File: config.mk
export PLATFORM = sky130hd
export DESIGN_NAME = pmfb_queue
export DESIGN_NICKNAME = d
export VERILOG_FILES = /design/src/pmfb_pkg.sv /design/src/pmfb_queue.sv
export SDC_FILE = /design/constraint.sdc
export NUM_CORES = 1
export LEC_CHECK = 0
export BUFFER_PORTS_ARGS = -buffer_cell sky130_fd_sc_hd__buf_4
export CAP_MARGIN = 20
export CELL_PAD_IN_SITES_DETAIL_PLACEMENT = 1
export CELL_PAD_IN_SITES_GLOBAL_PLACEMENT = 1
export CORE_UTILIZATION = 44
export DETAILED_ROUTE_END_ITERATION = 10
export GPL_TIMING_DRIVEN = 0
export PLACE_DENSITY = 0.88
export SYNTH_ARGS = -nofsm -noshare
export SYNTH_HDL_FRONTEND = slang
export SYNTH_SLANG_ARGS = --single-unit
File: constraint.sdc
create_clock -name clk -period 3.9 [get_ports clk]
set_clock_uncertainty 0.05 [all_clocks]
set_input_delay 0.78 -clock clk [delete_from_list [all_inputs] [get_ports clk]]
set_output_delay 0.78 -clock clk [all_outputs]
set_load 0.005 [all_outputs]
File: src/pmfb_pkg.sv
// package: shared constants, codes and types for the page-mode frame buffer engine
`timescale 1ns / 1ps

package pmfb_pkg;

    localparam int PANEL_COLUMNS = 128;
    localparam int PANEL_ROWS    = 64;
    localparam int GLYPH_SIZE    = 16;
    localparam int STORE_BYTES   = 1024;

    localparam int COL_W   = 7;
    localparam int ROW_W   = 6;
    localparam int PAGE_W  = 3;
    localparam int ADDR_W  = 10;
    localparam int BITS_W  = 16;
    localparam int QUEUE_DEPTH = 2;

    typedef enum logic [1:0] {
        CMD_PIXEL = 2'd0,
        CMD_FILL  = 2'd1,
        CMD_GLYPH = 2'd2,
        CMD_READ  = 2'd3
    } cmd_code_t;

    typedef enum logic [1:0] {
        OP_NONE  = 2'd0,
        OP_WRITE = 2'd1,
        OP_READ  = 2'd2
    } op_t;

    typedef enum logic [2:0] {
        ST_CLEAR = 3'd0,
        ST_IDLE  = 3'd1,
        ST_RD    = 3'd2,
        ST_WR    = 3'd3,
        ST_RESP  = 3'd4
    } state_t;

    // one classified command as it travels from front to back
    typedef struct packed {
        op_t               op;
        logic              set;
        logic              status;
        logic [COL_W-1:0]  c0;
        logic [COL_W-1:0]  c1;
        logic [ROW_W-1:0]  rlo;
        logic [ROW_W-1:0]  rhi;
        logic [3:0]        ybase;
        logic [BITS_W-1:0] bits;
    } cmd_t;

endpackage

File: src/pmfb_queue.sv
// small command queue between front and back
`timescale 1ns / 1ps

module pmfb_queue (
    input  logic           clk,
    input  logic           rst_n,
    input  logic           push,
    input  pmfb_pkg::cmd_t wdata,
    output logic           ready,
    input  logic           pop,
    output logic           valid,
    output pmfb_pkg::cmd_t rdata
);
    import pmfb_pkg::*;

    cmd_t       entry_reg [QUEUE_DEPTH];
    logic       wr_ptr_reg;
    logic       wr_ptr_next;
    logic       rd_ptr_reg;
    logic       rd_ptr_next;
    logic [1:0] count_reg;
    logic [1:0] count_next;

    assign ready = (count_reg != 2'(QUEUE_DEPTH));
    assign valid = (count_reg != 2'd0);
    assign rdata = entry_reg[rd_ptr_reg];

    always_comb
    begin
        wr_ptr_next = push ? !wr_ptr_reg : wr_ptr_reg;
        rd_ptr_next = pop ? !rd_ptr_reg : rd_ptr_reg;
        count_next  = count_reg + 2'(push) - 2'(pop);
    end

    always_ff @(posedge clk or negedge rst_n)
    begin
        if (!rst_n)
        begin
            wr_ptr_reg <= 1'b0;
            rd_ptr_reg <= 1'b0;
            count_reg  <= 2'd0;
        end
        else
        begin
            wr_ptr_reg <= wr_ptr_next;
            rd_ptr_reg <= rd_ptr_next;
            count_reg  <= count_next;
        end
    end

    always_ff @(posedge clk)
    begin
        if (push)
        begin
            entry_reg[wr_ptr_reg] <= wdata;
        end
    end

endmodule

==> results of run 1 <==
kinds of logic after synthesis:
kind of cell / after synthesis
and+or+nand+nor: 4
muxes: 50
xor gates and xnor gates: 3
DFF: 104
adders and majority gates: 2
buffers and inverters: 8
area by class of cell:
type,instances,area [um^2],share of cell area
Sequential cell,104,3100,0.591
Multi-Input combinational cell,59,847,0.161
Timing Repair Buffer,107,828,0.158
Clock buffer,11,151,0.0289
Tap cell,108,135,0.0258
Buffer,6,111,0.0212
Clock inverter,5,63.8,0.0122
Inverter,2,7.51,0.00143
per-stage QoR:
stage                     instance area, um^2  utilization
after global placement                   4980        0.563
final                                    5250        0.593
after CTS                                5250        0.593
after global routing                     5250        0.593
after detailed placement                 5030        0.569
after floorplan                          4060            -
where the power goes:
part	switching, uW	internal (uW)	total [uW]
Combinational	510	828	1340
Clock	358	336	695
Sequential	66.9	1480	1550
Total	935	2650	3580
per-layer routing:
layer | track usage | up-vias | part of all wire
met5 | 0 | - | 0
met4 | 0.0699 | 0 | 0.011
met3 | 0.0422 | 7 | 0.063
met2 | 0.297 | 71 | 0.55
met1 | 0.166 | 958 | 0.37
li1 | - | 902 | -
worst max-delay path: cells and delay by family, from the launching register on:
kind | cells | cell delay [ns]
buffers and inverters | 3 | 0.46
DFF | 1 | 0.38
muxes | 1 | 0.30
worst min-delay path by stage:
stage,startpoint,slack (ns),to,cells after the start
finish,rst_n,0.15,count_reg[1],1
global placement,wr_ptr_reg,0.42,wr_ptr_reg,1
global route,rst_n,0.12,count_reg[1],1
CTS,rst_n,0.12,count_reg[1],1
detailed placement,wr_ptr_reg,0.51,wr_ptr_reg,1
floorplan,wr_ptr_reg,0.41,wr_ptr_reg,1
cell usage in the layout (no fill, tap or decap), types with 2 or more instances in the layout:
| cell type | n |
|---|---|
| edfxtp_1 | 100 |
| xor2_1 | 2 |
| inv_1 | 2 |
| clkinv_4 | 2 |
| buf_12 | 7 |
| buf_4 | 105 |
| clkbuf_8 | 11 |
| dfrtp_1 | 4 |
| ha_1 | 2 |
| mux2_4 | 49 |
==> results.json, run 1 <==
{
  "fin_crit_sh": 0.593,
  "dieArea_um2": 9620,
  "final_cell_count_no_fill": 402,
  "yosys_most_used_dff": "edfxtp_1",
  "dr_total_vias": 1938,
  "cts.sinks": 104,
  "worstPathArrival_ns": 1.48,
  "initial_core_util": 0.459,
  "relSlewSlack": 0.500,
  "synth-compound-area-share": 0,
  "maxCapViolations": 0,
  "synthesis.instances": 171,
  "ys_seq_area_frac": 0.764,
  "timing.hold.ws_ns": 0.148,
  "insertion_delay_ns": 0.35,
  "worstReg2RegEnd": "entry_reg[0][23]",
  "synth_area_per_cell_um2": 23.7,
  "drt-pass1-iter-count": 8,
  "coreArea_um2": 8850,
  "ys_async_sr_fraction": 0.0385,
  "ctsHoldBuffers": 0,
  "status": "complete, but fails checks",
  "post-route-min-period_ns": 2.31,
  "ys.warnings.count": 0,
  "synth_commonest_cells": "edfxtp_1 (100), mux2_4 (49), buf_12 (5), dfrtp_1 (4)",
  "grt_use_total": 0.159,
  "vdd_drop_max_mv": 0.299,
  "initialDrtViolationCount": 77,
  "cp-start-kind": "flop",
  "finalWorstSetupSlack_ns": 1.59,
  "syn_nets": 227,
  "ys_types": 14,
  "dp_hpwl_mm": 5.07,
  "synth_adder_area_share": 0.00616,
  "synthXorXnorAreaFrac": 0.0102,
  "die_w_um": 98.1,
  "largest_reg_flops": 100,
  "finalHoldViolCount": 0,
  "synthMuxAreaShare": 0.184,
  "cts_setup_buffers": 0,
  "synth-seq-cells": 104,
  "first_global_vias": 2202,
  "dp.cells": 386,
  "rrSetupSlack_ns": 2.19,
  "synth_simple_gate_area_share": 0.00616,
  "crit_end": "rdata[5]",
  "fmax_mhz": 432,
  "antenna_found_initial": 0,
  "synth_area_leaders": "edfxtp_1 (74%), mux2_4 (18%), buf_12 (2.5%)",
  "crit_path_end_kind": "primary output",
  "cts_buffer_depth": 2,
  "reg2regPathDepth": 2,
  "htreeDepth": 3,
  "crit_slowest_cell": "dfrtp_1",
  "failed_checks": "design-rule violations",
  "post-place-ws_ns": 1.68,
  "powerDensity_nw_per_um2": 683,
  "die_y_um": 98.1,
  "synth_top_cell_area_share": 0.740,
  "regToRegStartpoint": "wr_ptr_reg",
  "final_max_slew_viol_count": 0,
  "post_drt_wl_per_cell_um": 17.8,
  "gp_congestion": 0.665,
  "grt_pass1_wl_mm": 11.3,
  "antennaDiodeCount": 0,
  "crit_start": "rd_ptr_reg",
  "layout.nets": 345,
  "port-buffer-count": 105,
  "io_pins": 106,
  "syn_area_um2": 4060,
  "cts_tree": "done",
  "cpPeakStageDelay_ns": 0.38,
  "viasPerCell": 4.82,
  "setup_tns_ns": 0,
  "area_growth_pct": 29.2,
  "power.leakage_uw": 0.00214,
  "cts_made_buffers": 9,
  "synth.most_common_cell": "edfxtp_1",
  "synth_top_family_by_area": "multiplexers",
  "rows": 34,
  "worstMarginPinSlew_ns": 0.748,
  "rsz0062_at_grt": "no",
  "hold_class": "in -> async",
  "grt_max_degree": 28,
  "ant_nets": 0,
  "synth_edf_count": 100,
  "wirelength_mm": 7.15,
  "crit_path_max_fanout": 10,
  "grt-ovfl-total": 0,
  "drc_errors": 8,
  "cts-root-buf": "clkbuf_8",
  "power.total_uw": 3580,
  "fillers": 784,
  "cts_resized": 0,
  "synth_largest_area_cell": "edfxtp_1",
  "final_layout_size_suffix_gt1_frac": 0.619,
  "clkTransAtPathRegs_ns": 0.10,
  "critPathKind": "reg -> out",
  "path_cells": "buf_6, buf_12, mux2_4, buf_4",
  "setup_viol": 0,
  "cp.required_ns": 3.07
}
(Power assumes the default switching activity.)
==> inputs of run 2 (changes only) <==
- CORE_UTILIZATION: 44 -> 40
- PLACE_DENSITY: 0.88 -> 0.85
- clock period: 3.9 -> 1.9 ns (I/O delays scaled with it)
==> run 2 against run 1 <==
The run ends with negative setup slack left. Worst hold slack got worse by 0.0016 ns. Sequential power rose by 110%. First-iteration DRC count fell by 42%. Global-route usage fell by 1.2 points. Routed wire length rose by 2.6%. Setup slack got worse by 1.6 ns.
==> results.json, run 2 (same netlist as run 1, synthesis figures left out) <==
{
  "rsz0062_at_grt": "yes",
  "cts_made_buffers": 9,
  "post_drt_wl_per_cell_um": 17.1,
  "antennaDiodeCount": 0,
  "hold_start": "wdata[15]",
  "powerDensity_nw_per_um2": 1380,
  "multiInputGateArea_um2": 847,
  "ant_nets": 0,
  "failed_checks": "negative setup slack",
  "worstMarginPinSlew_ns": 0.829,
  "relSlewSlack": 0.446,
  "post-route-min-period_ns": 1.93,
  "vdd_drop_max_mv": 0.673,
  "post-place-ws_ns": 0.0215,
  "crit_path_end_kind": "primary output",
  "die_y_um": 103,
  "hold_class": "in -> reg",
  "power.total_uw": 7510,
  "cp-start-kind": "flop",
  "area_growth_pct": 34.1,
  "worstReg2RegEnd": "entry_reg[0][12]",
  "first_global_vias": 2135,
  "mostFrequentLayoutCell": "edfxtp_1",
  "cts_tree": "done",
  "cts_buffer_depth": 2,
  "layout.nets": 347,
  "dr_total_vias": 1938,
  "dp_hpwl_mm": 5.16,
  "rows": 36,
  "viasPerCell": 4.53,
  "final_layout_size_suffix_gt1_frac": 0.607,
  "initialDrtViolationCount": 45,
  "drc_errors": 0,
  "cts.sinks": 104,
  "io_pins": 106,
  "fin_crit_sh": 1.02,
  "final_cell_mix": "edfxtp_1 (100), buf_4 (56), mux2_4 (49), buf_6 (49), clkbuf_8 (9)",
  "setup_viol": 49,
  "htreeDepth": 3,
  "coreArea_um2": 9820,
  "insertion_delay_ns": 0.35,
  "regToRegStartpoint": "wr_ptr_reg",
  "dieArea_um2": 10600,
  "cp.required_ns": 1.47,
  "port-buffer-count": 105,
  "maxCapViolations": 0,
  "finalHoldViolCount": 0,
  "largest_reg_flops": 100,
  "finalWorstSetupSlack_ns": -0.0313,
  "initial_core_util": 0.413,
  "grt_pass1_wl_mm": 11.0,
  "wirelength_mm": 7.33,
  "worstPathArrival_ns": 1.50,
  "status": "complete, but fails checks",
  "reg2regPathDepth": 2,
  "final_max_slew_viol_count": 0,
  "cts-root-buf": "clkbuf_8",
  "antenna_found_initial": 0,
  "grt_use_total": 0.147,
  "grt-ovfl-total": 0,
  "timing.hold.ws_ns": 0.147,
  "gp_congestion": 0.641,
  "hold_path_depth": 1,
  "grt_max_degree": 28,
  "fmax_mhz": 518,
  "die_w_um": 103,
  "power.leakage_uw": 0.00219,
  "cts_setup_buffers": 0,
  "clkTransAtPathRegs_ns": 0.09,
  "fillers": 897,
  "crit_path_max_fanout": 10,
  "critPathKind": "reg -> out",
  "rrSetupSlack_ns": 0.14,
  "drt-pass1-iter-count": 4,
  "regArea_um2": 3100,
  "holdPathEnd": "entry_reg[0][15]"
}
## run 2: cell count changes in the layout (fill, tap and decap cells not counted), moves of 2 or more
| cell | previous run | this run |
|---|---|---|
| clkinv_2 | 0 | 2 |
| clkinv_4 | 2 | 0 |
| clkbuf_8 | 11 | 9 |
| buf_4 | 105 | 56 |
| clkinv_1 | 0 | 2 |
| buf_6 | 1 | 49 |
## run 2: final cells by class
type / instances / area share
flip-flops and latches: 104 / 0.570
repair buffers: 109 / 0.192
multi-input cells: 59 / 0.156
well taps: 133 / 0.0306
clock buffers: 10 / 0.0234
plain buffers: 6 / 0.0221
clock inverters: 5 / 0.00460
inverters: 2 / 0.00138
## run 2: worst max path at each step
stage                     depth (start not counted)  startpoint          endpoint  slack (ns)
after global routing                              4  rd_ptr_reg         rdata[36]       -0.08
final                                             4  rd_ptr_reg         rdata[39]       -0.03
after detailed placement                          3        push  entry_reg[0][33]        0.02
after floorplan                                   1  wr_ptr_reg   entry_reg[0][0]        0.26
after global placement                            2        push  entry_reg[0][34]       -0.23
after CTS                                         4  rd_ptr_reg         rdata[12]       -0.06
## run 2: metal layers
metal	part of all wire	track usage
met5	0	0
met4	0.022	0.0823
met3	0.059	0.0427
met2	0.55	0.264
met1	0.37	0.155
## run 2: power by group
group / leakage, uW / internal, uW / switching (uW)
combinational: 0.00113 / 2030 / 1150
clock: 0.0000770 / 457 / 692
sequential: 0.000985 / 3050 / 140
## run 2: critical path: stages (launching register included)
cell	delay, ns
dfrtp_1	0.41
buf_12	0.16
buf_12	0.15
mux2_4	0.30
buf_6	0.12
## run 2: what timing repair did
action	4_1_cts	5_1_grt
cloned	0	1
hold endpoints to repair	4	0
gates resized for setup	50	1
setup endpoints to repair	49	49
hold buffers	1	0
## run 2: per-stage QoR
| step | util | area [um^2] | TNS [ns] | cells |
|---|---|---|---|---|
| finish | 0.554 | 5440 | -1.09 | 428 |
| floorplan | - | 4070 | 0 | 171 |
| detailed placement | 0.516 | 5060 | 0 | 411 |
| global route | 0.554 | 5440 | -3.41 | 428 |
| global placement | 0.512 | 5020 | -13.71 | 409 |
| CTS | 0.551 | 5410 | -2.50 | 427 |
==> inputs of run 3 (changes only) <==
- CORE_UTILIZATION: 40 -> 48
- PLACE_DENSITY: 0.85 -> 0.94
- SLEW_MARGIN: default -> 15
- clock period: 1.9 -> 2.4 ns (I/O delays scaled with it)
==> run 3 against run 2 <==
The flow now finishes without violations. Largest power group unchanged. Total power is 25% lower. Core utilization is 7.9 points higher. First-iteration DRC count is 36% higher. Worst hold slack better by 0.11 ns. Register-to-register slack better by 0.55 ns. Setup slack better by 0.41 ns. Sequential power is 21% lower. Count of clock-buffer cells in the layout is 1 higher.
==> results.json, run 3 (same netlist as run 1, synthesis figures left out) <==
{
  "gp_congestion": 0.688,
  "cts-root-buf": "clkbuf_8",
  "comb_power_share": 0.386,
  "hold_path_depth": 1,
  "fin_crit_sh": 0.842,
  "dp_hpwl_mm": 4.96,
  "die_y_um": 94.0,
  "crit_slowest_cell": "dfrtp_1",
  "power.total_uw": 5620,
  "drt-pass1-iter-count": 4,
  "grt_pass1_wl_mm": 10.3,
  "status": "finished clean",
  "cp-start-kind": "flop",
  "finalWorstSetupSlack_ns": 0.380,
  "setup_viol": 0,
  "largest_reg_flops": 100,
  "vdd_drop_max_mv": 0.769,
  "path_depth": 4,
  "p_clk_frac": 0.166,
  "final_layout_size_suffix_gt1_frac": 0.610,
  "rrSetupSlack_ns": 0.69,
  "antennaDiodeCount": 0,
  "post-route-min-period_ns": 2.02,
  "area_growth_pct": 28.2,
  "port-buffer-count": 105,
  "final_cell_mix": "buf_4 (105), edfxtp_1 (100), mux2_4 (49), clkbuf_8 (9), buf_12 (7)",
  "hold_start": "wdata[33]",
  "initialDrtViolationCount": 61,
  "crit_path_end_kind": "primary output",
  "worstPathArrival_ns": 1.49,
  "fmax_mhz": 495,
  "insertion_delay_ns": 0.34,
  "power.leakage_uw": 0.00211,
  "io_pins": 106,
  "die_w_um": 94.0,
  "post_drt_wl_per_cell_um": 17.2,
  "grt_use_total": 0.161,
  "clkTransAtPathRegs_ns": 0.10,
  "worstReg2RegEnd": "entry_reg[0][0]",
  "ant_nets": 0,
  "intPower_uw": 4130,
  "dieArea_um2": 8830,
  "path_delay_family": "buffers and inverters",
  "mostFrequentLayoutCell": "buf_4",
  "cts_buffer_depth": 2,
  "antenna_found_initial": 0,
  "post-place-ws_ns": 0.482,
  "viasPerCell": 4.81,
  "cts_made_buffers": 9,
  "crit_path_max_fanout": 10,
  "crit_buf_inv": 3,
  "p_sw_frac": 0.264,
  "finalHoldViolCount": 0,
  "cts_tree": "done",
  "holdPathEnd": "entry_reg[0][33]",
  "drc_errors": 0,
  "wirelength_mm": 6.88,
  "cts_resized": 0,
  "powerDensity_nw_per_um2": 1080,
  "first_global_vias": 2129,
  "critPathKind": "reg -> out",
  "maxCapViolations": 0,
  "htreeDepth": 3,
  "grt-ovfl-total": 0,
  "regToRegStartpoint": "wr_ptr_reg",
  "final_max_slew_viol_count": 0,
  "cts_setup_buffers": 0,
  "path_cells": "buf_6, buf_12, mux2_4, buf_4",
  "layout.nets": 346,
  "rsz0062_at_grt": "no",
  "initial_core_util": 0.494,
  "relSlewSlack": 0.487,
  "p_sw_uw": 1480,
  "cpPeakStageDelay_ns": 0.35,
  "timing.hold.ws_ns": 0.258,
  "setup_tns_ns": 0,
  "cp.required_ns": 1.87,
  "hold_class": "in -> reg",
  "coreArea_um2": 8220,
  "cts.sinks": 104,
  "seq_power_share": 0.448,
  "rows": 33,
  "worstMarginPinSlew_ns": 0.767,
  "grt_max_degree": 27,
  "dr_total_vias": 1923,
  "reg2regPathDepth": 2
}
-- run 3: cell count changes in the layout (fill, tap and decap cells not counted), sizes merged --
cell and delta:
clkinv -1, clkinvlp +1
-- run 3: layer usage --
metal | track usage | part of all wire | vias up
met5 | 0 | 0 | -
met4 | 0.0385 | 0.0051 | 0
met3 | 0.0550 | 0.051 | 5
met2 | 0.313 | 0.57 | 62
met1 | 0.161 | 0.38 | 954
li1 | - | - | 902
-- run 3: worst max path at each step --
stage / from / to / slack (ns)
detailed placement: push / entry_reg[0][1] / 0.48
CTS: rd_ptr_reg / rdata[23] / 0.34
global placement: push / entry_reg[0][1] / -0.64
finish: rd_ptr_reg / rdata[39] / 0.38
global route: rd_ptr_reg / rdata[8] / 0.31
floorplan: push / entry_reg[0][0] / 0.12
-- run 3: layout make-up --
class	count	area (um^2)
sequential	104	3100
fill	709	3010
multi-input combinational	59	847
timing repair buffer	108	838
clock buffer	11	131
tap	105	131
buffer	6	111
clock inverter	5	33.8
inverter	2	7.51
-- run 3: power groups by stage --
stage / clock network, uW / logic [uW] / registers, uW
2_1_floorplan: 0 / 1330 / 2540
3_3_place_gp: 0 / 2100 / 2550
3_5_place_dp: 0 / 2200 / 2560
4_1_cts: 959 / 2210 / 2520
5_1_grt: 1020 / 2320 / 2540
6_report: 933 / 2170 / 2510
-- run 3: what timing repair did --
item / CTS / global route
endpoints found under the hold margin: 4 / 0
endpoints found under the setup margin: 0 / 0
hold buffers: 1 / 0
-- run 3: per-stage QoR --
stage,std cells,area (um^2),util
final,400,5200,0.633
after global routing,400,5200,0.633
after CTS,400,5200,0.633
after detailed placement,383,5030,0.612
after global placement,381,4980,0.606
after floorplan,171,4060,-
