--- src/pmfb_pkg.sv ---
// package: shared constants, codes and types for the page-mode frame buffer engine
`timescale 1ns / 1ps

package pmfb_pkg;

    localparam int PANEL_COLUMNS = 128;
    localparam int PANEL_ROWS    = 64;
    localparam int GLYPH_SIZE    = 16;
    localparam int STORE_BYTES   = 1024;

    localparam int COL_W   = 7;
    localparam int ROW_W   = 6;
    localparam int PAGE_W  = 3;
    localparam int ADDR_W  = 10;
    localparam int BITS_W  = 16;
    localparam int QUEUE_DEPTH = 2;

    typedef enum logic [1:0] {
        CMD_PIXEL = 2'd0,
        CMD_FILL  = 2'd1,
        CMD_GLYPH = 2'd2,
        CMD_READ  = 2'd3
    } cmd_code_t;

    typedef enum logic [1:0] {
        OP_NONE  = 2'd0,
        OP_WRITE = 2'd1,
        OP_READ  = 2'd2
    } op_t;

    typedef enum logic [2:0] {
        ST_CLEAR = 3'd0,
        ST_IDLE  = 3'd1,
        ST_RD    = 3'd2,
        ST_WR    = 3'd3,
        ST_RESP  = 3'd4
    } state_t;

    // one classified command as it travels from front to back
    typedef struct packed {
        op_t               op;
        logic              set;
        logic              status;
        logic [COL_W-1:0]  c0;
        logic [COL_W-1:0]  c1;
        logic [ROW_W-1:0]  rlo;
        logic [ROW_W-1:0]  rhi;
        logic [3:0]        ybase;
        logic [BITS_W-1:0] bits;
    } cmd_t;

endpackage

--- src/pmfb_front.sv ---
// front end: accepts stream transfers, clips and classifies them into commands
`timescale 1ns / 1ps

module pmfb_front (
    input  logic                clk,
    input  logic                rst_n,
    input  logic                cfg_wr_en,
    input  logic                cfg_wr_data,
    input  logic                s_axis_tvalid,
    output logic                s_axis_tready,
    input  logic [63:0]         s_axis_tdata,
    input  logic [1:0]          s_axis_tuser,
    input  logic                q_ready,
    input  logic                clear_busy,
    output logic                q_push,
    output pmfb_pkg::cmd_t      q_wdata
);
    import pmfb_pkg::*;

    logic              flip_reg;
    logic              flip_next;
    logic signed [8:0] pos_x;
    logic signed [8:0] pos_y;
    logic [7:0]        rect_width;
    logic [7:0]        rect_height;
    logic [BITS_W-1:0] glyph_bits;
    logic              set_pixels;
    logic [PAGE_W-1:0] read_page;
    logic [COL_W-1:0]  read_column;
    cmd_code_t         command;

    logic              x_ok;
    logic              y_ok;
    logic [8:0]        xw;
    logic [8:0]        yh;
    logic signed [9:0] gy_end;
    logic              g_off;

    assign command     = cmd_code_t'(s_axis_tuser);
    assign pos_x       = s_axis_tdata[8:0];
    assign pos_y       = s_axis_tdata[17:9];
    assign rect_width  = s_axis_tdata[25:18];
    assign rect_height = s_axis_tdata[33:26];
    assign glyph_bits  = s_axis_tdata[49:34];
    assign set_pixels  = s_axis_tdata[50];
    assign read_page   = s_axis_tdata[53:51];
    assign read_column = s_axis_tdata[60:54];

    assign flip_next = cfg_wr_en ? cfg_wr_data : flip_reg;

    always_ff @(posedge clk or negedge rst_n)
    begin
        if (!rst_n)
        begin
            flip_reg <= 1'b0;
        end
        else
        begin
            flip_reg <= flip_next;
        end
    end

    assign s_axis_tready = q_ready && !clear_busy;
    assign q_push        = s_axis_tvalid && s_axis_tready;

    assign x_ok   = (pos_x[8:7] == 2'b00);
    assign y_ok   = !pos_y[8] && (pos_y[7:0] < 8'(PANEL_ROWS));
    assign xw     = {2'b00, pos_x[COL_W-1:0]} + {1'b0, rect_width};
    assign yh     = {3'b000, pos_y[ROW_W-1:0]} + {1'b0, rect_height};
    assign gy_end = {pos_y[8], pos_y} + 10'(GLYPH_SIZE - 1);
    assign g_off  = !x_ok || (!pos_y[8] && (pos_y[7:0] >= 8'(PANEL_ROWS))) || gy_end[9];

    always_comb
    begin
        q_wdata        = '0;
        q_wdata.set    = set_pixels;
        q_wdata.c0     = pos_x[COL_W-1:0];
        q_wdata.c1     = pos_x[COL_W-1:0];
        q_wdata.rlo    = pos_y[ROW_W-1:0];
        q_wdata.rhi    = pos_y[ROW_W-1:0];
        q_wdata.ybase  = pos_y[3:0];
        q_wdata.bits   = '1;
        q_wdata.op     = OP_NONE;
        q_wdata.status = 1'b0;
        case (command)
            CMD_PIXEL:
            begin
                q_wdata.status = !(x_ok && y_ok);
                q_wdata.op     = (x_ok && y_ok) ? OP_WRITE : OP_NONE;
            end
            CMD_FILL:
            begin
                q_wdata.status = !(x_ok && y_ok);
                if (x_ok && y_ok && (rect_width != 8'd0) && (rect_height != 8'd0))
                begin
                    q_wdata.op = OP_WRITE;
                end
                if (xw > 9'(PANEL_COLUMNS))
                begin
                    q_wdata.c1 = COL_W'(PANEL_COLUMNS - 1);
                end
                else
                begin
                    q_wdata.c1 = COL_W'(xw - 9'd1);
                end
                if (yh > 9'(PANEL_ROWS))
                begin
                    q_wdata.rhi = ROW_W'(PANEL_ROWS - 1);
                end
                else
                begin
                    q_wdata.rhi = ROW_W'(yh - 9'd1);
                end
            end
            CMD_GLYPH:
            begin
                q_wdata.status = g_off;
                q_wdata.op     = g_off ? OP_NONE : OP_WRITE;
                q_wdata.bits   = glyph_bits;
                q_wdata.rlo    = pos_y[8] ? '0 : pos_y[ROW_W-1:0];
                if (gy_end >= 10'(PANEL_ROWS - 1))
                begin
                    q_wdata.rhi = ROW_W'(PANEL_ROWS - 1);
                end
                else
                begin
                    q_wdata.rhi = gy_end[ROW_W-1:0];
                end
            end
            CMD_READ:
            begin
                q_wdata.status = ({1'b0, read_page} >= 4'(PANEL_ROWS / 8));
                q_wdata.op     = q_wdata.status ? OP_NONE : OP_READ;
                q_wdata.rlo    = {read_page, 3'b000};
                q_wdata.c0     = flip_reg ? ~read_column : read_column;
            end
            default:
            begin
                q_wdata.op = OP_NONE;
            end
        endcase
    end

endmodule

--- config.mk ---
export PLATFORM = sky130hd
export DESIGN_NAME = pmfb_front
export DESIGN_NICKNAME = d
export VERILOG_FILES = /design/src/pmfb_pkg.sv /design/src/pmfb_front.sv
export SDC_FILE = /design/constraint.sdc
export NUM_CORES = 1
export LEC_CHECK = 0
export BUFFER_PORTS_ARGS = -buffer_cell sky130_fd_sc_hd__clkbuf_2
export CAP_MARGIN = 30
export CORE_MARGIN = 2
export CORE_UTILIZATION = 43
export DETAILED_ROUTE_END_ITERATION = 12
export PLACE_DENSITY = 0.83
export SYNTH_ARGS = -nofsm -noshare
export SYNTH_HDL_FRONTEND = slang
export SYNTH_SLANG_ARGS = --single-unit
--- constraint.sdc ---
create_clock -name clk -period 2.2 [get_ports clk]
set_input_delay 0 -clock clk [delete_from_list [all_inputs] [get_ports clk]]
set_output_delay 0 -clock clk [all_outputs]
set_load 0.02 [all_outputs]
==> results.yml, run 1 <==
status:
  outcome: "complete, but fails checks"
  violations_in_the_final_reports: "setup timing"
critical_path:
  critical_path.max_fanout: 4
  worst_path_max_delay_cell: "or3b_4"
  timing.critical_path.to_type: "primary output"
  data_arrival_time_of_the_worst_path_ps: 2370
  crit_top_cell: "buf_4"
  timing_worst_setup_path_type: "input port to primary output"
  worstPathCellList: "buf_4 -> buf_4 -> inv_1 -> ha_1 -> or3b_4 -> a31oi_2 -> o32ai_2 -> a41o_1 -> a221o_1 -> mux2i_1 -> o21ai_0 -> buf_2"
  start_kind: "input port"
  delay_of_the_slowest_cell_on_the_worst_path_ps: 420
  cp.required_ps: 2200
sta:
  rsz0062_at_grt: "yes"
  setup_violations: 6
  timing.final.ws_setup_ps: -174
  post-route-min-period_ps: 2370
  finalHoldViolations: 0
  period_utilization_post_route_pct: 108
  timing.setup.tns_ps: -835
  max_freq_mhz: 421
  tightest_slew_ps: 638
  worst_clock_skew_ps: 0
  timing_max_transition_violations_final: 0
  slew_headroom_pct: 57.5
die:
  rows: 23
  die-area_um2: 4710
  design.core.area_um2: 4000
  die_w_um: 68.6
  floorplan.io_pins: 125
  initial_utilization_pct: 44.9
  die_y_um: 68.6
detailed_routing:
  num_vias: 2565
  detail_route.drc_violations: 0
  drtPass1Iterations: 4
  first_iter_violations: 150
  drt.antenna.violating_nets: 0
  routed_wl_mm: 6.66
  post_drt_via_cell_ratio: 5.64
  avgRoutedWirePerCell_um: 14.6
place:
  placedInstanceArea_um2: 2650
  io_buffer_count: 119
  placed_wire_length_estimate_mm: 5.02
  final_weighted_congestion_in_routability_driven_placement: 1.00
  placed_cells_incl_taps: 449
power_and_ir_drop:
  ir_worst_vdd_v: 0.000196
  power_switching_share_pct: 52.6
  share_clk_of_total_power_pct: 0
  power.net_switching_uw: 492
  power_report.internal_total_uw: 443
  total_power_uw: 934
  leakage_nw: 1.45
  power_density_nw_per_um2: 314
  combinationalPowerShare_pct: 97.0
  seq_power_share_pct: 3.0
global_route:
  grtUsageTotal_pct: 23.5
  grt_pass1_wl_mm: 8.72
  grt_start_max_net_pins: 20
  grt.overflow.total: 0
  antenna_violations_before_repair: 0
  grt_pass1_vias: 2079
synthesis:
  yosys.area.top_type: "ha_1"
  syn-instance-count: 259
  synth.top_cell.area_share_pct: 14.6
  synth-seq-area-share_pct: 1.39
  synth_flop_cell: "dfrtp_1"
  synthMostInstantiatedCell: "nor2_1"
  ys.warnings.count: 0
  postSynthRegisterBits: 1
  syn_area_um2: 1800
  synth-async-reset-ratio_pct: 100
  synth_edf_count: 0
  yosysUniqueCellTypes: 53
  synth_top_cells_by_area: "ha_1 15%, nand2b_1 7.3%, xnor2_1 6.8%"
  ys_top_cells_by_count: "22 x nor2_1, 21 x ha_1, 21 x nand2b_1"
  synth.avg_cell_area_um2: 6.94
  synth.net_count: 355
cells_and_area:
  final_standard_cell_utilization_of_the_core_pct: 74.4
  final_cells: 455
  largest_register_ffs: 1
  num_antenna_cells: 0
  layout-drive-gt1-share_pct: 51.6
  post-route-cell-area_um2: 2970
  area_growth_pct: 65.5
  layout.nets: 503
flow_run:
  cap_violations: 0
cts:
  insertion_delay_ps: 0
hold_path:
  worstHoldPathType: "input port to primary output"
## worst max-delay path: cells and delay by family
family                     cells  cell delay, ps
buffers and inverters          4             510
adders and majority gates      1             170
AOI/OAI and AO/OA              5            1110
muxes                          1             170
and+or+nand+nor                1             420
## cell families after synthesis
kind of cell / Yosys count / synth area share (%)
AOI/OAI and AO/OA: 81 / 32.7
xor gates and xnor gates: 20 / 9.75
adders and majority gates: 23 / 16.9
buffers and inverters: 31 / 7.52
DFF: 1 / 1.39
muxes: 3 / 1.74
and+or+nand+nor: 100 / 30.0
## per-stage QoR
stage	hold WS [ps]	setup slack, ps
6_report	0.00885	-174
2_1_floorplan	-296	25.8
5_1_grt	0.0397	-252
3_3_place_gp	-224	-167
4_1_cts	0.236	-149
3_5_place_dp	-219	-275
## layout by cell type (no fill, tap or decap), types with 3 or more instances in the layout
master    netlist  routed
and2_1          5       5
a21oi_2         0       5
xor2_1          6       3
nand2b_1       21      20
a22o_1          3       3
a21oi_1        19      14
ha_4            0       7
o22ai_1         3       3
buf_4           5      48
or2_2           4       3
nor3_1          7       4
xor2_2          0       3
o21ai_0        13      11
nor2_1         22      22
a21o_1          6       6
a31oi_1         7       6
ha_1           21      12
nor2b_1         4       3
xnor2_1        14      14
nand3_1         7       7
o21a_1          5       5
clkbuf_2        0     106
and3_1          3       3
buf_2           0       3
nand2_1        13      11
nor4_1          5       5
inv_1          16      14
## power groups by stage
stage               Clock [mW]  Sequential, mW  Combinational (mW)
CTS                          0          0.0277               0.809
finish                       0          0.0278               0.907
detailed placement           0          0.0277               0.769
global route                 0          0.0279               0.980
global placement             0          0.0273               0.752
floorplan                    0          0.0209               0.477
## final timing paths
check | from | to | slack (ps) | cells past startpoint
min in group asynchronous | rst_n | flip_reg | 320 | 2
max in group asynchronous | rst_n | flip_reg | 1790 | 2
max reg2reg | flip_reg | flip_reg | 1220 | 1
max | s_axis_tdata[9] | q_wdata[23] | -170 | 12
min reg2reg | flip_reg | flip_reg | 870 | 1
min | s_axis_tdata[50] | q_wdata[47] | 0.009 | 0
## cell type report
type	count	area (um^2)
repair buffers	161	953
multi-input cells	227	1870
inverters	16	60.1
flip-flops and latches	1	25.0
well taps	50	62.6
fillers	305	1030
## per-layer routing
layer  up-vias  wire, um  track usage [%]
li1       1241         -                -
met1      1149      2510             28.5
met2       147      3400             45.2
met3        28       527            0.812
met4         0       223             4.75
met5         -         0                0
## timing repair
action	4_1_cts	5_1_grt
hold buffers	1	0
setup endpoints to repair	11	13
pin swaps	13	25
resized for setup	17	60
hold endpoints to repair	1	0
setup buffers	2	3
Power figures use the tool's default switching activity.
==> inputs of run 2 (changes only) <==
- REMOVE_ABC_BUFFERS: default -> 1
==> results.yml, run 2 (same netlist as run 1, synthesis figures left out) <==
status:
  outcome: "complete, but fails checks"
  violations_in_the_final_reports: "setup timing"
global_route:
  use_met2_pct: 49.2
  grt_pass1_vias: 2150
  grt_pass1_wl_mm: 9.44
  antenna_violations_before_repair: 0
  grtUsageTotal_pct: 25.6
  globalRoute.busiestLayer: "met2"
  grt_util_met1_pct: 31.0
  grt_start_max_net_pins: 20
  grtUsageMet3_pct: 0.649
  grt.overflow.total: 0
critical_path:
  cp.required_ps: 2200
  timing_worst_setup_path_type: "input port to primary output"
  worst-r2r-setup-slack_ps: 1240
  reg2reg_from: "flip_reg"
  worstSetupPathDepth: 11
  start_kind: "input port"
  worstPathBufferInverterCount: 3
  critical_path.max_fanout: 4
  reg2reg_depth: 1
  worst_path_max_delay_cell: "o41a_1"
  timing.critical_path.to_type: "primary output"
  rr_endpoint: "flip_reg"
  delay_of_the_slowest_cell_on_the_worst_path_ps: 470
  data_arrival_time_of_the_worst_path_ps: 2410
  kind_of_cell_adding_the_most_delay_to_the_critical_path: "compound AO/OA/AOI/OAI gates"
  worstPathCellList: "buf_8 -> ha_4 -> inv_4 -> fa_2 -> nor2b_2 -> o31a_1 -> or2_4 -> o41a_1 -> a211oi_2 -> o21ai_0 -> clkbuf_2"
cells_and_area:
  area_growth_pct: 63.5
  final_cells: 453
  largest_register_ffs: 1
  post-route-cell-area_um2: 2940
  layout.nets: 501
  final_common_cell: "clkbuf_2"
  layout-drive-gt1-share_pct: 49.9
  num_antenna_cells: 0
  most-common-layout-cells: "107 x clkbuf_2, 40 x buf_4, 22 x nor2_1"
power_and_ir_drop:
  ir_worst_vdd_v: 0.000224
  leakage_nw: 1.44
  power_density_nw_per_um2: 309
  total_power_uw: 908
die:
  rows: 23
  floorplan.io_pins: 125
  initial_utilization_pct: 44.9
  die_y_um: 68.6
  design.core.area_um2: 4000
  die_w_um: 68.6
  die-area_um2: 4710
detailed_routing:
  num_vias: 2572
  drtPass1Iterations: 5
  post_drt_via_cell_ratio: 5.68
  first_iter_violations: 277
  detail_route.drc_violations: 0
  drt.antenna.violating_nets: 0
  avgRoutedWirePerCell_um: 15.4
  routed_wl_mm: 6.96
sta:
  slew_headroom_pct: 71.1
  timing.setup.tns_ps: -882
  tightest_slew_ps: 421
  timing_max_transition_violations_final: 0
  worst_hold_slack_ps: 0.0435
  max_freq_mhz: 416
  timing.final.ws_setup_ps: -205
  rsz0062_at_grt: "yes"
  post-route-min-period_ps: 2410
  worst_clock_skew_ps: 0
  period_utilization_post_route_pct: 109
  setup_violations: 6
  finalHoldViolations: 0
place:
  placed_wire_length_estimate_mm: 5.16
  placedInstanceArea_um2: 2640
  placed_cells_incl_taps: 448
  final_weighted_congestion_in_routability_driven_placement: 0.873
  io_buffer_count: 119
flow_run:
  cap_violations: 0
hold_path:
  min_to: "q_wdata[47]"
  worstHoldPathType: "input port to primary output"
  hold_depth: 0
  timing.hold.worst.start: "s_axis_tdata[50]"
cts:
  insertion_delay_ps: 0
-- run 2: cell types whose count changed in the layout (fill, tap and decap cells not counted), moves of 2 or more --
cell and change:
buf_6 +3, buf_2 +2, inv_4 +3, buf_4 -8
inv_2 -2
-- run 2: worst max-delay path by stage --
stage | end | from | slack, ps
5_1_grt | q_wdata[23] | s_axis_tdata[9] | -220
3_5_place_dp | q_wdata[22] | s_axis_tdata[10] | -230
4_1_cts | q_wdata[21] | s_axis_tdata[27] | -130
2_1_floorplan | q_wdata[24] | s_axis_tdata[12] | 30
3_3_place_gp | q_wdata[22] | s_axis_tdata[10] | -170
6_report | q_wdata[23] | s_axis_tdata[26] | -210
-- run 2: through the flow --
step	utilization, %	setup slack (ps)
2_1_floorplan	-	25.8
3_5_place_dp	66.1	-235
5_1_grt	73.4	-225
4_1_cts	67.8	-127
6_report	73.4	-205
3_3_place_gp	66.1	-167
-- run 2: report_power, final --
group | switching [mW] | internal, mW
Sequential | 0.00703 | 0.0205
Clock | 0 | 0
Combinational | 0.483 | 0.398
Total | 0.490 | 0.418
-- run 2: timing repair --
action                     CTS  global route
hold endpoints to repair     1             0
setup endpoints to repair   13            13
pin swaps                   13            23
hold buffers                 1             0
gates resized for setup     15            52
buffers inserted             2             2
-- run 2: per-layer routing --
metal  wire length (um)  vias to the layer above
met4                205                        0
met1               2680                     1188
met3                329                       28
met2               3740                      114
met5                  0                        -
li1                   -                     1242
-- run 2: final cells by class --
cell class | instances | area, um^2
Fill cell | 283 | 1060
Tap cell | 50 | 62.6
Inverter | 16 | 67.6
Sequential cell | 1 | 25.0
Timing Repair Buffer | 159 | 942
Multi-Input combinational cell | 227 | 1840
==> inputs of run 3 (changes only) <==
- RECOVER_POWER: default -> 25
==> results.yml, run 3 (same netlist as run 1, synthesis figures left out) <==
power_and_ir_drop:
  ir_worst_vdd_v: 0.000222
  power_density_nw_per_um2: 309
  leakage_nw: 1.40
die:
  initial_utilization_pct: 44.9
  die_y_um: 68.6
  rows: 23
  die_w_um: 68.6
  design.core.area_um2: 4000
  floorplan.io_pins: 125
  die-area_um2: 4710
global_route:
  grt_pass1_wl_mm: 9.44
  grt_pass1_vias: 2150
  grtUsageTotal_pct: 25.6
  grt_start_max_net_pins: 20
  antenna_violations_before_repair: 0
  grt.overflow.total: 0
critical_path:
  start_kind: "input port"
  critical_path.max_fanout: 4
  cp.required_ps: 2200
  worst_path_max_delay_cell: "o41a_1"
  timing.critical_path.to_type: "primary output"
  rr_endpoint: "flip_reg"
  worst-r2r-setup-slack_ps: 1240
  delay_of_the_slowest_cell_on_the_worst_path_ps: 470
  data_arrival_time_of_the_worst_path_ps: 2410
  reg2reg_depth: 1
  timing_worst_setup_path_type: "input port to primary output"
  reg2reg_from: "flip_reg"
  worstPathCellList: "buf_8 -> ha_4 -> inv_4 -> fa_2 -> nor2b_2 -> o31a_1 -> or2_4 -> o41a_1 -> a211oi_2 -> o21ai_0 -> clkbuf_2"
cells_and_area:
  layout.nets: 501
  largest_register_ffs: 1
  most-common-layout-cells: "98 x clkbuf_2, 39 x buf_4, 22 x nor2_1"
  final_cells: 453
  area_growth_pct: 62.7
  final_common_cell: "clkbuf_2"
  layout-drive-gt1-share_pct: 47.4
  n_fill_cell: 290
  num_antenna_cells: 0
detailed_routing:
  num_vias: 2546
  routed_wl_mm: 6.90
  drtPass1Iterations: 4
  wirelength_met1_mm: 2.69
  first_iter_violations: 233
  routed.top_layer: "met4"
  avgRoutedWirePerCell_um: 15.2
  route.met2.wl_mm: 3.74
  post_drt_via_cell_ratio: 5.62
  met3WireLength_um: 292
  drt.antenna.violating_nets: 0
  detail_route.drc_violations: 0
sta:
  worst_hold_slack_ps: 0.0435
  period_utilization_post_route_pct: 110
  timing_max_transition_violations_final: 0
  slew_headroom_pct: 47.0
  max_freq_mhz: 414
  setup_violations: 6
  timing.setup.tns_ps: -938
  worst_clock_skew_ps: 0
  tightest_slew_ps: 795
  post-route-min-period_ps: 2410
  rsz0062_at_grt: "yes"
  finalHoldViolations: 0
  timing.final.ws_setup_ps: -213
hold_path:
  timing.hold.worst.start: "s_axis_tdata[50]"
  min_to: "q_wdata[47]"
  worstHoldPathType: "input port to primary output"
  hold_depth: 0
place:
  final_weighted_congestion_in_routability_driven_placement: 0.873
  io_buffer_count: 119
  placed_wire_length_estimate_mm: 5.16
  placed_cells_incl_taps: 448
status:
  outcome: "complete, but fails checks"
  violations_in_the_final_reports: "setup timing"
cts:
  insertion_delay_ps: 0
flow_run:
  cap_violations: 0
[run 3: cell count changes in the layout (fill, tap and decap cells not counted)]
cell / change
clkbuf_1: +10
clkbuf_2: -9
buf_4: -1
[run 3: how the worst max path moves through the flow]
stage / start / endpoint / cells past startpoint
final: s_axis_tdata[26] / q_wdata[23] / 11
after global routing: s_axis_tdata[9] / q_wdata[23] / 11
after CTS: s_axis_tdata[27] / q_wdata[21] / 10
after detailed placement: s_axis_tdata[10] / q_wdata[22] / 10
after global placement: s_axis_tdata[10] / q_wdata[22] / 10
after floorplan: s_axis_tdata[12] / q_wdata[24] / 8
[run 3: per-stage QoR]
step | power (mW) | cell area, um^2 | utilization, % | setup slack, ps
after floorplan | 0.477 | 1720 | - | 25.8
after global placement | 0.760 | 2640 | 66.1 | -167
after detailed placement | 0.781 | 2640 | 66.1 | -235
after CTS | 0.809 | 2710 | 67.8 | -127
after global routing | 0.971 | 2920 | 73.1 | -225
final | 0.902 | 2920 | 73.1 | -213
[run 3: what timing repair did]
item | CTS | global route
setup buffers | 2 | 2
setup endpoints to repair | 13 | 13
resized for setup | 15 | 52
hold endpoints to repair | 1 | 0
pin swaps | 13 | 23
hold buffers | 1 | 0
gates cloned | 0 | 0
[run 3: final cells by class]
class	count	area [um^2]	area share, %
inverters	16	67.6	2.31
repair buffers	159	927	31.7
well taps	50	62.6	2.14
flip-flops and latches	1	25.0	0.856
multi-input cells	227	1840	63.0
[run 3: per-layer routing]
layer,up-vias,GRT usage (%)
li1,1240,-
met1,1178,31.0
met2,105,49.2
met3,23,0.649
met4,0,6.25
met5,-,0
[run 3: worst max-delay path, delay by kind of cell]
family          cells  cell delay [ps]
compound gates      4             1350
fa+ha+maj           2              370
simple gates        2              350
buf+inv             3              340
[run 3: power breakdown]
group	internal, mW	switching (mW)
sequential	0.0205	0.00706
clock	0	0
combinational	0.394	0.481
total	0.414	0.488
